==> config.mk <==
export PLATFORM = sky130hd
export DESIGN_NAME = irmfd_store
export DESIGN_NICKNAME = d
export VERILOG_FILES = /design/src/hw/rtl/irmfd_pkg.sv /design/src/hw/rtl/irmfd_store.sv
export SDC_FILE = /design/constraint.sdc
export NUM_CORES = 2
export LEC_CHECK = 0
export BUFFER_PORTS_ARGS = -buffer_cell sky130_fd_sc_hd__clkbuf_2
export CORE_MARGIN = 10
export CORE_UTILIZATION = 55
export DETAILED_ROUTE_END_ITERATION = 10
export PLACE_DENSITY = 0.71
export SYNTH_ARGS = -nofsm -noshare
export SYNTH_HDL_FRONTEND = slang
export SYNTH_SLANG_ARGS = --single-unit
==> constraint.sdc <==
create_clock -name clk -period 3.42 [get_ports clk]
set_clock_uncertainty 0.05 [all_clocks]
set_input_delay 0.342 -clock clk [delete_from_list [all_inputs] [get_ports clk]]
set_output_delay 0.342 -clock clk [all_outputs]
set_load 0.01 [all_outputs]
==> src/hw/rtl/irmfd_pkg.sv <==
// Shared types and constants of the infrared Manchester frame decoder.
// No dependencies; every other file of the block refers to this package by scoped names.
package irmfd_pkg;

  localparam int DUR_W           = 16;    // width of one captured duration
  localparam int CODE_W          = 64;    // width of a decoded frame code
  localparam int UNIT_USEC       = 1000;  // quantization unit in microseconds
  localparam int MAX_REPS        = 3;     // repetition codes kept for the vote
  localparam int REP_W           = 2;     // counter width for up to MAX_REPS codes
  localparam int BUFFER_DEPTH_DEF = 256;
  localparam int TICK_USEC_DEF   = 2;

  // Length of one stored entry after rounding to whole units.
  typedef enum logic [2:0] {
    UC_ZERO,
    UC_ONE,
    UC_THREE,
    UC_FOUR,
    UC_OTHER   // two units, or five and more
  } unit_class_t;

  typedef enum logic [2:0] {
    WS_LOAD,
    WS_SCAN_RD,
    WS_SCAN_EV,
    WS_BIT_RD,
    WS_BIT_EV,
    WS_BEND_EV,
    WS_FINAL_EV,
    WS_EMIT
  } walk_state_t;

endpackage

==> src/hw/rtl/irmfd_store.sv <==
// Duration store: one write port and two registered read ports.
// Depends on irmfd_pkg for the duration width.
module irmfd_store #(
  parameter int BUFFER_DEPTH = irmfd_pkg::BUFFER_DEPTH_DEF,
  parameter int AW           = $clog2(BUFFER_DEPTH)
) (
  input  logic                        clk,
  input  logic                        wr_en,
  input  logic [AW-1:0]               wr_addr,
  input  logic [irmfd_pkg::DUR_W-1:0] wr_data,
  input  logic [AW-1:0]               rd_addr_a,
  input  logic [AW-1:0]               rd_addr_b,
  output logic [irmfd_pkg::DUR_W-1:0] rd_data_a,
  output logic [irmfd_pkg::DUR_W-1:0] rd_data_b
);

  logic [irmfd_pkg::DUR_W-1:0] mem [BUFFER_DEPTH];

  always_ff @(posedge clk) begin
    if (wr_en) begin
      mem[wr_addr] <= wr_data;
    end
  end

  always_ff @(posedge clk) begin
    rd_data_a <= mem[rd_addr_a];
    rd_data_b <= mem[rd_addr_b];
  end

endmodule

# Word level (Yosys, flattened, before mapping)

Memory sizes are Yosys's and may differ from the RTL's. A register that Yosys moved wholly into a read port is not among the register bits.
Cells that the tools add are included.

Register bits: 0
RAM bits: 4096
Bits of input ports: 42
Output and inout port bits: 32
Word-level logic and storage cells: 3
Memories: 1

Multiplexer cells: 2

Memory list:

| name | depth | width | rd ports | clocked after Yosys merged registers in | wr ports | line              | source |
|---|---|---|---|---|---|---|---|
| mem  | 256   | 16    | 2        | 2                                       | 1        | irmfd_store.sv:17 | `logic [irmfd_pkg::DUR_W-1:0] mem [BUFFER_DEPTH];` |

Operators with widths:

| cell             | count |
|---|---|
| 1-bit 2-to-1 mux | 2 |

# Logic depth before layout (Yosys ltp)

Depth in word-level cells: 2
Mapped depth: 13
Gate-level depth less buffers: 7

# Worst setup path after synthesis

No wires, ideal clock.

Kind: input to register
Start point: input rd_addr_b[0]
End point: register rd_data_b[10] (netlist name) (read register of mem)
Library setup time: 0.129 ns
Data arrival time: 2.479 ns
Data required time: 3.241 ns
Path slack: 0.762 ns
Cell stages on the path: 8
Buffers on the path: 2
Path through: buf_4 buf_1 mux4_2 mux4_2 a22oi_1 nand2_1 o31ai_1 nor3_1

RTL lines:

| element     | line              | source |
|---|---|---|
| from (decl) | irmfd_store.sv:12 | `input logic [AW-1:0] rd_addr_b,` |
| to (decl)   | irmfd_store.sv:14 | `output logic [irmfd_pkg::DUR_W-1:0] rd_data_b` |

==> flow_metrics.tcl <==
set metrics [dict create \
    yosys.area.top_type_share 0.6420 \
    insertion_delay_ns 1.02 \
    rows 216 \
    routed-via-count 120700 \
    drc_errors 0 \
    syn_to_final_growth_pct 15.23 \
    cts.sinks 4128 \
    syn_avg_cell_area_um2 18.90 \
    gr-total-overflow 0 \
    antenna_found_initial 51 \
    vdd_drop_max_mv 0.5213 \
    hold_viol_final 0 \
    grtUsageTotal 0.3437 \
    postLayoutCoreUtil 0.6372 \
    die_area_um2 372300 \
    fin_nets 11260 \
    cts_buffers 420 \
    start_kind "input port" \
    dp.final_hpwl_mm 432.5 \
    seq_area_frac_synth 0.6453 \
    synth-edff-count 4096 \
    slew_headroom 0.09053 \
    cts_root_buf "clkbuf_16" \
    io_buffers 73 \
    place_area_um2 207100 \
    synth.most_common_cell "edfxtp_1" \
    cts_tree "done" \
    initial_utilization 0.5530 \
    cp_max_fo 27 \
    drv_cap 0 \
    syn_area_um2 191600 \
    fill_cells 23260 \
    synth_area_leaders "edfxtp_1 (64%), mux4_2 (20%), mux2i_1 (5.3%), o221ai_1 (1.9%), o22ai_1 (0.92%)" \
    routed_wl_mm 654.1 \
    async_flop_share 0 \
    final_layout_size_suffix_gt1_frac 0.3460 \
    grt_max_degree 125 \
    ys_seq_elements 4128 \
    syn_inst 10140 \
    drt_first_pass_iters 8 \
    yosys.cell_types.count 59 \
    postRouteAntennaNets 0 \
    leakage_uw 0.07270 \
    worstMarginPinSlew_ns 1.364 \
    setup_ws_ns 0.07969 \
    period_needed_ns 3.340 \
    synthTopCellsByCount "edfxtp_1 (4096), mux4_2 (1688), mux2i_1 (1021), o221ai_1 (418), clkbuf_1 (382)" \
    criticalPathCategory "in2reg" \
    cts_setup_buffers 0 \
    setup-violations-final 0 \
    crit_path_end_kind "flip-flop" \
    syn_nets 10180 \
    wire_per_inst_um 40.43 \
    grt_pass1_wl_mm 912.0 \
    rsz0062_at_grt "no" \
    yosysTopAreaCell "edfxtp_1" \
    ios 74 \
    powerDensity_nw_per_um2 507.6 \
    slew_viol_final 0 \
    fp.dieH_um 610.2 \
    core_area_um2 346500 \
    die_width_um 610.2 \
    gp_congestion 0.9996 \
    clock.fmax_mhz 299.4 \
    drtIter0Drc 20620 \
    synth_flop_cell "edfxtp_1" \
    clk_pin_slew_worst_paths_ns 0.06 \
    clockBufferDepth 4 \
    status "finished clean" \
    worstPathArrival_ns 4.20 \
    viasPerCell 7.461 \
    period_share 0.9767 \
    yosysWarnings 0 \
    h-tree-depth 5 \
    stdcell_area_um2 220800 \
    required_ns 4.28 \
    grt_pass1_vias 119700 \
    post-place-ws_ns -1.080 \
    hold_class "in2reg" \
]
==> per-stage QoR <==
| stage | setup TNS (ns) | hold slack [ns] | total power (uW) | instances |
|---|---|---|---|---|
| after floorplan | 0 | 0.3909 | 62140 | 10140 |
| after global placement | -11.66 | 0.6657 | 66850 | 15360 |
| after detailed placement | -10.73 | 0.6701 | 67020 | 15370 |
| after CTS | 0 | 0.003072 | 111900 | 16150 |
| after global routing | 0 | 0.07097 | 114300 | 16160 |
| final | 0 | 0.04082 | 112100 | 16180 |
==> registers in the layout, summed over array words and instances, names as in the netlist <==
register	count
mem	4096
rd_data_a	16
rd_data_b	16
==> placed cells by master, fill, tap and decap left out, types with 20 or more instances in the layout <==
cell type,netlist,layout
clkbuf_16,0,426
buf_12,5,201
a22o_1,55,55
clkbuf_2,0,48
a211o_1,26,26
nand4_1,30,30
bufinv_16,0,40
clkinv_1,0,99
a211oi_1,22,22
o21ai_0,74,74
mux2i_1,1021,1021
nor3_1,185,182
diode_2,0,30
buf_4,100,1229
o22ai_1,281,281
o211ai_1,59,59
nor4_1,38,38
nand3_1,83,74
clkinv_2,0,74
nor2_1,355,174
a22oi_1,119,119
nor2_2,0,177
nand2_1,257,253
dfxtp_1,32,32
clkbuf_1,382,87
o31ai_1,27,27
mux4_2,1688,1688
a221oi_1,48,48
edfxtp_1,4096,4096
o221ai_1,418,418
a21oi_1,210,210
a2111oi_0,38,20
==> where the power goes <==
| group | total (uW) | internal (uW) | switching [uW] |
|---|---|---|---|
| clock | 45800 | 26000 | 19800 |
| combinational | 10200 | 4020 | 6210 |
| sequential | 56100 | 55800 | 295 |
==> path summary, 6_finish.rpt <==
path	start	endpoint	slack, ns	depth (start not counted)
min	wr_data[10]	mem[73][10]	0.04	1
min reg2reg	mem[216][12]	rd_data_b[12]	0.98	5
max	rd_addr_a[0]	rd_data_a[9]	0.08	12
max reg2reg	mem[253][1]	rd_data_a[1]	0.13	9
==> worst max-delay path, stage by stage <==
cell and delay (ns):
buf_12 0.22, buf_4 0.30, buf_12 0.24, buf_12 0.27
buf_12 0.28, buf_12 0.20, mux2i_1 0.10, o221ai_1 0.31
o22ai_1 0.15, o21bai_1 0.86, and4_1 0.55, and3_1 0.20
==> logic make-up after synthesis <==
kind of cell	Yosys count	synth area share
flops	4128	0.6453
mux	2709	0.2518
compound gates	1414	0.05396
simple gates	1028	0.02427
buf+inv	856	0.02466
==> final cells by class <==
class / instances / area [um2] / share of cell area
Multi-Input combinational cell: 5151 / 63870 / 0.2893
Inverter: 6 / 40.04 / 0.0001814
Timing Repair Buffer: 1515 / 13950 / 0.06317
Sequential cell: 4128 / 123600 / 0.5601
Tap cell: 4578 / 5728 / 0.02595
Clock buffer: 520 / 11080 / 0.05020
Antenna cell: 30 / 75.07 / 0.0003401
Clock inverter: 252 / 2375 / 0.01076
==> per-layer routing <==
layer / GRT usage / share of wire / vias to the layer above
met2: 0.5142 / 0.45 / 10150
met5: 0 / 0.00022 / -
met1: 0.4401 / 0.32 / 62350
met3: 0.09541 / 0.14 / 1999
li1: - / - / 46200
met4: 0.2365 / 0.087 / 24
==> what timing repair did <==
item                                   CTS  global route
setup endpoints to repair                3             2
gates resized for setup                  3             2
pin swaps                                0             0
gates cloned                             0             0
endpoints found under the hold margin  828             0
hold buffers                            13             0
Power figures use the tool's default switching activity.
