File: src/hw/rtl/irmfd_pkg.sv
// Shared types and constants of the infrared Manchester frame decoder.
// No dependencies; every other file of the block refers to this package by scoped names.
package irmfd_pkg;

  localparam int DUR_W           = 16;    // width of one captured duration
  localparam int CODE_W          = 64;    // width of a decoded frame code
  localparam int UNIT_USEC       = 1000;  // quantization unit in microseconds
  localparam int MAX_REPS        = 3;     // repetition codes kept for the vote
  localparam int REP_W           = 2;     // counter width for up to MAX_REPS codes
  localparam int BUFFER_DEPTH_DEF = 256;
  localparam int TICK_USEC_DEF   = 2;

  // Length of one stored entry after rounding to whole units.
  typedef enum logic [2:0] {
    UC_ZERO,
    UC_ONE,
    UC_THREE,
    UC_FOUR,
    UC_OTHER   // two units, or five and more
  } unit_class_t;

  typedef enum logic [2:0] {
    WS_LOAD,
    WS_SCAN_RD,
    WS_SCAN_EV,
    WS_BIT_RD,
    WS_BIT_EV,
    WS_BEND_EV,
    WS_FINAL_EV,
    WS_EMIT
  } walk_state_t;

endpackage

File: src/hw/rtl/irmfd_quant.sv
// Rounds a duration in ticks to whole 1000-microsecond units and classifies it.
// Depends on irmfd_pkg for the unit class type and the unit length.
module irmfd_quant #(
  parameter int TICK_USEC = irmfd_pkg::TICK_USEC_DEF
) (
  input  logic                        valid,
  input  logic [irmfd_pkg::DUR_W-1:0] duration,
  output irmfd_pkg::unit_class_t      unit_class
);

  localparam int PW = irmfd_pkg::DUR_W + $clog2(TICK_USEC + 1) + 1;
  localparam int U  = irmfd_pkg::UNIT_USEC;

  logic [PW-1:0] usec_rounded;

  // Adding half a unit turns round-to-nearest into plain range checks.
  assign usec_rounded = PW'(duration) * PW'(TICK_USEC) + PW'(U / 2);

  always_comb begin
    if (!valid || usec_rounded < PW'(U)) begin
      unit_class = irmfd_pkg::UC_ZERO;
    end else if (usec_rounded < PW'(2 * U)) begin
      unit_class = irmfd_pkg::UC_ONE;
    end else if (usec_rounded >= PW'(3 * U) && usec_rounded < PW'(4 * U)) begin
      unit_class = irmfd_pkg::UC_THREE;
    end else if (usec_rounded >= PW'(4 * U) && usec_rounded < PW'(5 * U)) begin
      unit_class = irmfd_pkg::UC_FOUR;
    end else begin
      unit_class = irmfd_pkg::UC_OTHER;
    end
  end

endmodule

File: src/hw/rtl/irmfd_walker.sv
// Capture loader and decode sequencer: walks the duration store two entries at a time,
// shortens split halves in place and keeps the repetition codes for the vote.
// Depends on irmfd_pkg and irmfd_quant.
module irmfd_walker #(
  parameter int BUFFER_DEPTH = irmfd_pkg::BUFFER_DEPTH_DEF,
  parameter int TICK_USEC    = irmfd_pkg::TICK_USEC_DEF,
  parameter int AW           = $clog2(BUFFER_DEPTH)
) (
  input  logic                         clk,
  input  logic                         rst,
  input  logic                         in_valid,
  output logic                         in_ready,
  input  logic [irmfd_pkg::DUR_W-1:0]  in_duration,
  input  logic                         in_last,
  output logic                         wr_en,
  output logic [AW-1:0]                wr_addr,
  output logic [irmfd_pkg::DUR_W-1:0]  wr_data,
  output logic [AW-1:0]                rd_addr_a,
  output logic [AW-1:0]                rd_addr_b,
  input  logic [irmfd_pkg::DUR_W-1:0]  rd_data_a,
  input  logic [irmfd_pkg::DUR_W-1:0]  rd_data_b,
  output logic                         res_valid,
  input  logic                         res_ready,
  output logic [irmfd_pkg::CODE_W-1:0] res_code
);

  localparam int CW  = $clog2(BUFFER_DEPTH + 1);
  localparam int CW1 = CW + 1;
  localparam int DW  = irmfd_pkg::DUR_W;
  localparam int KW  = irmfd_pkg::REP_W;
  localparam logic [DW-1:0] SHORT_BIT = DW'(irmfd_pkg::UNIT_USEC / TICK_USEC);
  localparam logic [DW-1:0] SHORT_HDR = DW'(3 * irmfd_pkg::UNIT_USEC / TICK_USEC);

  irmfd_pkg::walk_state_t state, state_next;
  logic [CW-1:0]                 fill;
  logic [KW-1:0]                 kept;
  logic [CW-1:0]                 pos;
  logic                          half_space;
  logic [irmfd_pkg::CODE_W-1:0]  acc;
  logic [irmfd_pkg::CODE_W-1:0]  codes [irmfd_pkg::MAX_REPS];
  logic [irmfd_pkg::CODE_W-1:0]  majority;
  logic                          va, vb;
  logic [CW1-1:0]                pos_plus1;
  logic                          pair_in_capture;
  logic                          not_full;
  irmfd_pkg::unit_class_t        qa, qb;
  logic                          qb_long;
  logic                          store_en;
  logic [irmfd_pkg::CODE_W-1:0]  store_val;

  irmfd_quant #(.TICK_USEC(TICK_USEC)) u_quant_a (
    .valid(va), .duration(rd_data_a), .unit_class(qa)
  );
  irmfd_quant #(.TICK_USEC(TICK_USEC)) u_quant_b (
    .valid(vb), .duration(rd_data_b), .unit_class(qb)
  );

  assign pos_plus1       = {1'b0, pos} + CW1'(1);
  assign pair_in_capture = pos_plus1 < {1'b0, fill};
  assign not_full        = fill < CW'(BUFFER_DEPTH);
  assign qb_long         = (qb == irmfd_pkg::UC_THREE) || (qb == irmfd_pkg::UC_FOUR) ||
                           (qb == irmfd_pkg::UC_OTHER);
  assign rd_addr_a       = pos[AW-1:0];
  assign rd_addr_b       = pos_plus1[AW-1:0];

  assign majority = (codes[0] == codes[1] || codes[0] == codes[2]) ? codes[0] :
                    (codes[1] == codes[2]) ? codes[1] : '0;

  // A repetition ends here; only the bit and bit-end evaluations store, and a bit step that continues does not.
  always_comb begin
    store_en  = 1'b0;
    store_val = '0;
    case (state)
      irmfd_pkg::WS_BIT_EV: begin
        store_en = !(qa == irmfd_pkg::UC_ONE && qb != irmfd_pkg::UC_ZERO);
        if (qa == irmfd_pkg::UC_THREE) begin
          store_val = acc;
        end
      end
      irmfd_pkg::WS_BEND_EV: begin
        store_en = 1'b1;
        if (qa == irmfd_pkg::UC_FOUR) begin
          store_val = acc;
        end
      end
      default: ;
    endcase
  end

  always_comb begin
    state_next = state;
    case (state)
      irmfd_pkg::WS_LOAD: begin
        if (in_valid && in_last) state_next = irmfd_pkg::WS_SCAN_RD;
      end
      irmfd_pkg::WS_SCAN_RD: begin
        if (pair_in_capture && kept != KW'(irmfd_pkg::MAX_REPS)) begin
          state_next = irmfd_pkg::WS_SCAN_EV;
        end else begin
          state_next = irmfd_pkg::WS_FINAL_EV;
        end
      end
      irmfd_pkg::WS_SCAN_EV: begin
        if (qa == irmfd_pkg::UC_THREE &&
            (qb == irmfd_pkg::UC_THREE || qb == irmfd_pkg::UC_FOUR)) begin
          state_next = irmfd_pkg::WS_BIT_RD;
        end else begin
          state_next = irmfd_pkg::WS_SCAN_RD;
        end
      end
      irmfd_pkg::WS_BIT_RD: begin
        state_next = pair_in_capture ? irmfd_pkg::WS_BIT_EV : irmfd_pkg::WS_BEND_EV;
      end
      irmfd_pkg::WS_BIT_EV: begin
        state_next = store_en ? irmfd_pkg::WS_SCAN_RD : irmfd_pkg::WS_BIT_RD;
      end
      irmfd_pkg::WS_BEND_EV:  state_next = irmfd_pkg::WS_SCAN_RD;
      irmfd_pkg::WS_FINAL_EV: state_next = irmfd_pkg::WS_EMIT;
      irmfd_pkg::WS_EMIT: begin
        if (res_ready) state_next = irmfd_pkg::WS_LOAD;
      end
      default: state_next = irmfd_pkg::WS_LOAD;
    endcase
  end

  // A shortened entry is written in an evaluate cycle and read back no earlier than
  // the next read cycle, so the store never returns stale data.
  always_comb begin
    in_ready  = 1'b0;
    res_valid = 1'b0;
    wr_en     = 1'b0;
    wr_addr   = pos_plus1[AW-1:0];
    wr_data   = rd_data_b - SHORT_BIT;
    case (state)
      irmfd_pkg::WS_LOAD: begin
        in_ready = 1'b1;
        wr_en    = in_valid && not_full;
        wr_addr  = fill[AW-1:0];
        wr_data  = in_duration;
      end
      irmfd_pkg::WS_SCAN_EV: begin
        wr_en   = qa == irmfd_pkg::UC_THREE && qb == irmfd_pkg::UC_FOUR;
        wr_data = rd_data_b - SHORT_HDR;
      end
      irmfd_pkg::WS_BIT_EV: begin
        wr_en = qa == irmfd_pkg::UC_ONE && qb_long;
      end
      irmfd_pkg::WS_EMIT: res_valid = 1'b1;
      default: ;
    endcase
  end

  always_ff @(posedge clk) begin
    if (rst) begin
      state <= irmfd_pkg::WS_LOAD;
      fill  <= '0;
      kept  <= '0;
    end else begin
      state <= state_next;
      if (state == irmfd_pkg::WS_LOAD && in_valid) begin
        if (not_full) fill <= fill + CW'(1);
        if (in_last) kept <= '0;
      end
      if (store_en) kept <= kept + KW'(1);
      if (state == irmfd_pkg::WS_EMIT && res_ready) fill <= '0;
    end
  end

  always_ff @(posedge clk) begin
    va <= pos < fill;
    vb <= pair_in_capture;
    case (state)
      irmfd_pkg::WS_LOAD: begin
        if (in_valid && in_last) begin
          pos        <= '0;
          half_space <= 1'b0;
          for (int k = 0; k < irmfd_pkg::MAX_REPS; k++) codes[k] <= '0;
        end
      end
      irmfd_pkg::WS_SCAN_EV: begin
        acc <= '0;
        if (qa == irmfd_pkg::UC_THREE && qb == irmfd_pkg::UC_THREE) begin
          pos        <= pos + CW'(2);
          half_space <= 1'b0;
        end else if (qa == irmfd_pkg::UC_THREE && qb == irmfd_pkg::UC_FOUR) begin
          // The long header space carries the first half bit.
          pos        <= pos + CW'(1);
          half_space <= 1'b1;
        end else begin
          pos <= pos + CW'(1);
        end
      end
      irmfd_pkg::WS_BIT_EV: begin
        if (!store_en) begin
          acc <= {acc[irmfd_pkg::CODE_W-2:0], half_space};
          if (qb_long) begin
            half_space <= !half_space;
            pos        <= pos + CW'(1);
          end else begin
            pos <= pos + CW'(2);
          end
        end
      end
      irmfd_pkg::WS_FINAL_EV: begin
        res_code <= (qa == irmfd_pkg::UC_FOUR) ? majority : '0;
      end
      default: ;
    endcase
    if (store_en) codes[kept] <= store_val;
  end

  a_shorten_in_capture: assert property (@(posedge clk) disable iff (rst)
    (wr_en && state != irmfd_pkg::WS_LOAD) |-> vb)
    else $error("shortened entry lies outside the capture");

  a_split_after_one_unit: assert property (@(posedge clk) disable iff (rst)
    (wr_en && state == irmfd_pkg::WS_BIT_EV) |-> qa == irmfd_pkg::UC_ONE)
    else $error("half split without a one-unit half before it");

  a_store_room: assert property (@(posedge clk) disable iff (rst)
    store_en |-> kept != KW'(irmfd_pkg::MAX_REPS))
    else $error("repetition code stored with all slots taken");

  a_fill_cleared: assert property (@(posedge clk) disable iff (rst)
    (res_valid && res_ready) |=> (fill == '0 && state == irmfd_pkg::WS_LOAD))
    else $error("capture not cleared after the result request");

endmodule

File: config.mk
export PLATFORM = sky130hd
export DESIGN_NAME = irmfd_walker
export DESIGN_NICKNAME = d
export VERILOG_FILES = /design/src/hw/rtl/irmfd_pkg.sv /design/src/hw/rtl/irmfd_quant.sv /design/src/hw/rtl/irmfd_walker.sv
export SDC_FILE = /design/constraint.sdc
export NUM_CORES = 1
export LEC_CHECK = 0
export BUFFER_PORTS_ARGS = -buffer_cell sky130_fd_sc_hd__buf_2
export CAP_MARGIN = 10
export CORE_MARGIN = 4
export CORE_UTILIZATION = 35
export CTS_CLUSTER_SIZE = 20
export DETAILED_ROUTE_END_ITERATION = 10
export GPL_ROUTABILITY_DRIVEN = 0
export PLACE_DENSITY = 0.53
export SETUP_SLACK_MARGIN = 0.5
export SYNTH_ARGS = -nofsm -noshare
export SYNTH_HDL_FRONTEND = slang
export SYNTH_SLANG_ARGS = --single-unit
File: constraint.sdc
create_clock -name clk -period 5.1 [get_ports clk]
set_input_delay 0.255 -clock clk [delete_from_list [all_inputs] [get_ports clk]]
set_output_delay 0.255 -clock clk [all_outputs]
set_load 0.01 [all_outputs]
# After elaboration in Yosys (flattened, before gate mapping)
# Memories as Yosys holds them, arrays and structs flattened.
# Cells that the tools add are included.
[classes] add_sub_neg=9 magnitude_cmp=15 n_eq_ne=22 n_mux=50 reduce_logical=37
[ops] cell="64-bit two-way mux" n=6
[ops] cell="64-bit case mux with 2 select lines" n=2
[ops] cell="64-bit == test" n=3
[ops] cell="19-bit by 12-bit greater-or-equal comparator with 1-bit output, second input constant" n=4
[ops] cell="64-bit OR reduction" n=1
[ops] cell="19-bit by 10-bit < comparator with 1-bit output, second input constant" n=2
[ops] cell="19-bit by 11-bit < comparator with 1-bit output, second input constant" n=2
[ops] cell="19-bit by 12-bit < comparator with 1-bit output, second input constant" n=2
[ops] cell="19-bit by 13-bit < comparator with 1-bit output, second input constant" n=2
[ops] cell="17-bit by 9-bit adder with 18-bit output, second input constant" n=2
[ops] cell="9-bit two-way mux" n=4
[ops] cell="3-bit two-way mux" n=11
[ops] cell="16-bit case mux with 2 select lines" n=1
[ops] cell="9-bit case mux with 3 select lines" n=1
[ops] cell="3-bit case mux with 8 select lines" n=1
[ops] cell="9-bit by 1-bit adder with 9-bit output, second input constant" n=2
[ops] cell="3-bit by 2-bit == test with 1-bit output, second input constant" n=6
[ops] cell="16-bit by 11-bit subtractor with 16-bit output, second input constant" n=1
[ops] cell="16-bit by 9-bit subtractor with 16-bit output, second input constant" n=1
[ops] cell="3-bit == test, second input constant" n=5
[ops] cell="1-bit logical AND" n=14
[ops] cell="1-bit two-way mux" n=14
[ops] cell="2-bit two-way mux" n=6
[ops] cell="9-bit by 1-bit adder with 10-bit output, second input constant" n=1
[ops] cell="other kinds (20)" n=39
[word_totals] regBits=154 mem_bits_rw=192 word_cells=143 memories=1
[memory_table] name="codes" words=3 word_bits=64 rd=3 rd_clocked_by_memory_dff=0 write_ports=3 line="irmfd_walker.sv:40" rtl="logic [irmfd_pkg::CODE_W-1:0] codes [irmfd_pkg::MAX_REPS];"

# Longest topological paths before layout
[logic_depth] word_depth=15 ltp_mapped=13 ltp_nobuf=11

# Hierarchy
# Synthesis repeated with hierarchy kept, for this count alone.
[hier_totals] cells_unflattened=1664 hier_area_um2=18236.2
[by_module_without_submodules] mod="irmfd_walker" n_inst=1 cells_per_inst=1492 area_per_inst_um2=17087.6 seq_area_each_um2=10229.8
[by_module_without_submodules] mod="irmfd_quant" n_inst=2 cells_per_inst=86 area_per_inst_um2=574.3 seq_area_each_um2=0.0

# Least setup slack after synthesis
# Ideal clock, no wire load.
[synth_timing] path_kind="in2reg" startpoint="input rd_data_b[1] (netlist name)" endpoint="memory codes[0][0] (netlist name), enable pin" t_arrival_ns=3.664 required_time_ns=4.680 path_slack_ns=1.016 path_stages=10 path_buffers=1 path_cell_list="ha_1 -> clkbuf_1 -> nor4_4 -> nand2_1 -> nor3_1 -> o21ai_1 -> o41ai_2 -> nor3_1 -> nor2_1 -> a21o_1"
[synth_rtl] element="start, declared" line="irmfd_walker.sv:21" rtl="input logic [irmfd_pkg::DUR_W-1:0] rd_data_b,"
[synth_rtl] element="end, declared" line="irmfd_walker.sv:40"

# Worst setup path after layout
[layout_timing] startpoint="register state[0]" endpoint="output wr_data[11] (netlist name)"
[layout_between] elab_chain_len=2 elab_cells_between_ends=3 cone_classes="eq/ne: 1; mux: 1; reduce/logical: 1"
[layout_rtl] element="start, declared" line="irmfd_walker.sv:34" rtl="irmfd_pkg::walk_state_t state, state_next;"
[layout_rtl] element="start signal, assigned" line="irmfd_walker.sv:155" rtl="state <= irmfd_pkg::WS_LOAD;"
[layout_rtl] element="start signal, assigned" line="irmfd_walker.sv:159" rtl="state <= state_next;"
[layout_rtl] element="3-bit by 2-bit == test with 1-bit output / 3-bit logical NOT (equally long branches)" line="irmfd_walker.sv:134" rtl="case (state)"
[layout_rtl] element="16-bit case mux with 2 select lines *" line="irmfd_walker.sv:134"
[layout_rtl] element="end, declared" line="irmfd_walker.sv:17" rtl="output logic [irmfd_pkg::DUR_W-1:0] wr_data,"
# Every way passes the cells marked *; elsewhere a longest branch is shown, timed or not.

==> results list <==
- Run status: finished, final reports clean
- Between clock sinks in the finished design, the worst skew comes to 0.0139 ns.
- Post-CTS timing repair inserted 0 buffers for setup.
* Unique masters post-synth: 79
- Leading cell types in the layout, fill and taps excluded: edfxtp_1, and2_1, xnor2_1, buf_2, nor2_1
- The synthesized design devotes to its leading area cell type ~54% of total area.
- In this design, the critical path's most frequently occurring cell is nor2b_1.
* Final-stage net count: between 1500 and 2000
- Core ar.: 51400 sq um
- The H-tree was split into 2 levels.
- Setup repair after global routing left no endpoint under its margin.
- Most common library cell in the layout ignoring fill and taps: edfxtp_1
* Clock network fraction of design power: 29.9%
* Final worst-path setup slack: approximately 1.1 ns
* Drt via density: 5.07
* Flops & latches, synth: 346
- Mapped cell area: ~18000 sq um
- Dividing total power by cell area gives a power density of 469 nW/um^2.
- For this run, the register share of the synthesized area comes to 56.2%.
- Summed area of non-filler cells in the final layout: 20900 sq um
- Count of buffers inserted at the top-level ports: around 160
- Post-placement cell area: 19600 sq um
- The longest clock path from root to sink contains 3 buffers.
- Synthesized Nets: 1609
- Along the worst hold path, the cell count comes to 4.
- Fraction of final layout cells with drive strength greater than 1: roughly 16%
- The floorplan has 83 rows.
- Share of synthesized flip-flops with an asynchronous set or reset: 0%
- The clock drives 346 sinks.
* Clk Latency, worst-skew pair: between 0.5 and 0.6 ns
- Ranked by total cell area, the synthesized netlist is headed by edfxtp_1, xnor2_1, and2_1, a22oi_1, nor2_1.
* Final-layout fill cell count: 4902
- Synthesized instance count: 1527
- Endpoint arrival time on the critical path: about 3.7 ns
* Leakage: ~0.007 uW
* Area of the multi-input gates: 7430 sq um
- Final worst path period share: 77.9%
- Overall die width: 236 microns
- Yosys mapped a number of flops with a built-in enable equal to 330.
- The number of antenna violations at the first check in global routing is 1.
- Utilization after layout: between 40% and 50%
- Top cell family by delay on the critical path: simple AND/OR/NAND/NOR gates
- Detailed-placement wirelength estimate: 34.1 mm
* Worst path max stage delay: 0.65 ns
* Floorplan die area: 55700 sq um
* Layout Area Growth over Synthesis: 14.8%
* Number of design-rule violations left by the first detailed-router iteration: 851
- The worst pin sits at a relative slew slack of a little under a third.
- The repair_antennas step left the layout with diodes totalling 0.
- The number of endpoints with negative hold slack in the final report is 0.
* Final routed wirelength across all metal layers: 50.2 mm
- Setup total negative slack on the finished layout was measured at 0 ns.
- Logic gate share of total power: roughly a quarter
- Across every metal layer, demand over resource in global routing totals 17.5%.
* Root Buffer Master: clkbuf_16
* Number of remaining DRC errors: 0
- Number of buffers created by CTS: 39
- Final Setup Violations: 0
* P_int: 6540 uW
* Min-delay worst type: input pin to register
- In this run, flip-flops and latches consume approximately 44% of the power.
- Total of max-cap violations: 0
* Die Height: 236 microns
* Area used by sequential logic in the layout: 10200 sq um
- Post-route ant nets: 0
* Kind of end point of the critical path: primary output
- Pin placement for this block handled 160 I/O pins.
- Most used flip-flop cell after synthesis: edfxtp_1
- Number of cell instances on the worst register-to-register path: 8
- The routed design could run at a clock period as short as 3.97 ns.
- The worst setup path is of the register to primary output kind.
* Setup WS pre-CTS: 1.02 ns
* Hold Worst Slack: 0.192 ns
- Actual slew at the worst max-slew pin: 1.04 ns
* Per-cell routed wire length: 21.2 microns
* Net Switching: 3260 uW
* Critical Path Slowest Stage Cell: dfxtp_1
* Remaining Overflow, GRT: 0
- The via count of the first global-routing pass was 11800.
- For this configuration, the core starts out at a cell density of between 30 and 40%.
- The largest total area in the synthesized netlist belongs to edfxtp_1.
- Peak clock frequency supported by timing: 0.252 GHz
- Critical path, cell by cell: nor2_1, nand2_1, buf_4, ha_1, a21o_1, a31oi_1, nor2b_1, and3_1, o21ai_0, nor2b_1, xnor2_1, a21oi_1, buf_2
- CTS clk-pin slew, worst paths: around 0.060 ns
* Switching part of the total power: 33.3%
* Warning count from the yosys run: 0
* Critical path depth: 13
- Highest net fanout along the worst path: 10
* Global-route wire length before repair: between 70 and 80 mm
- Endpoint required time on the critical path: 4.85 ns
* First drt pass iteration count: 5
- Number of pins exceeding their max-slew limit in the final report: 0
- The detailed router placed 12000 vias in this run.
- Count of buffering cells on the critical path with inverters included: 2
- TritonCTS built the clock tree.
- Largest net degree at the start of global routing: 67
* IR drop worst, VDD: 0.345 mV
* Mean area per synthesized cell: between 10 and 15 sq um
- STA classifies the critical path startpoint as a register.
final timing paths:
| kind | start | end | slack, ns |
|---|---|---|---|
| setup / recovery | state[0]$_SDFFE_PP0P_ | wr_data[11] | 1.13 |
| hold / removal | res_ready | state[1]$_SDFFE_PP0P_ | 0.19 |
| setup reg to reg | codes[2][63]$_SDFFCE_PN0P_ | res_code[7]$_SDFFCE_PP0N_ | 1.66 |
| hold reg to reg | fill[7]$_SDFFE_PP0P_ | fill[7]$_SDFFE_PP0P_ | 0.49 |
power groups by stage:
| stage | Clock (uW) | Combinational [uW] | Sequential [uW] |
|---|---|---|---|
| finish | 2930 | 2600 | 4280 |
| global route | 3100 | 2820 | 4350 |
| CTS | 2990 | 2630 | 4280 |
| detailed placement | 0 | 2610 | 4330 |
| global placement | 0 | 2610 | 4310 |
| floorplan | 0 | 1650 | 4200 |
state kept, by name, indices dropped and copies added (netlist names):
signal,cells
acc,64
codes,192
fill,9
half_space,1
kept,2
pos,9
res_code,64
state,3
va,1
vb,1
tightest hold or removal path: cells and delay by family:
kind | cells | cell delay (ns)
AO/OA/AOI/OAI | 2 | 0.18
AND/OR/NAND/NOR | 1 | 0.13
buffers and inverters | 1 | 0.12
per-layer routing:
metal | vias to the layer above | share of wire [%] | global-route usage, %
met5 | - | 0 | 0
met4 | 0 | 1.8 | 3.67
met3 | 55 | 6.0 | 3.34
met2 | 333 | 46 | 27.8
met1 | 5856 | 46 | 25.0
li1 | 5767 | - | -
through the flow:
stage               instances  total power [uW]
global placement         2301              6920
finish                   2371              9800
CTS                      2371              9890
floorplan                1527              5850
detailed placement       2301              6950
global route             2371             10300
cell families after synthesis:
family / count (synthesis) / share of synthesized area [%]
and+or+nand+nor: 597 / 18.5
DFF: 346 / 56.2
xor gates and xnor gates: 227 / 11.0
AOI/OAI and AO/OA: 213 / 8.38
buffers and inverters: 104 / 3.16
adders and majority gates: 29 / 2.03
muxes: 11 / 0.701
synthesized netlist by cell type (4+ instances only):
| cell type | number |
|---|---|
| xor2_1 | 15 |
| and2_1 | 260 |
| and3_1 | 7 |
| o22ai_1 | 8 |
| nor4b_1 | 6 |
| dfxtp_1 | 16 |
| o21bai_1 | 6 |
| inv_1 | 23 |
| o21ai_1 | 4 |
| nand3_1 | 12 |
| nand2b_1 | 7 |
| nor4_1 | 16 |
| buf_6 | 20 |
| nor2b_1 | 8 |
| buf_2 | 4 |
| a21o_1 | 8 |
| a22oi_1 | 66 |
| ha_1 | 28 |
| mux2i_1 | 6 |
| nand2_1 | 64 |
| o21ai_0 | 21 |
| nand4_1 | 60 |
| clkbuf_1 | 47 |
| nor3_1 | 15 |
| a31o_2 | 4 |
| buf_4 | 8 |
| a21oi_1 | 40 |
| and4_1 | 4 |
| xnor2_1 | 211 |
| o211ai_1 | 4 |
| edfxtp_1 | 330 |
| a31oi_1 | 10 |
| nor2_1 | 118 |
| or2_2 | 4 |
what timing repair did:
item                                   in CTS  in global routing
endpoints found under the hold margin       1                  0
gates resized for setup                     0                  0
hold buffers                                1                  0
final cells by class:
type / instances / area share [%]
inverter: 24 / 0.431
sequential: 346 / 49.0
multi-input combinational: 1077 / 35.6
clock inverter: 19 / 1.15
clock buffer: 50 / 5.17
tap: 680 / 4.07
timing repair buffer: 175 / 4.65
No activity file was read; power rests on OpenSTA's default activity.
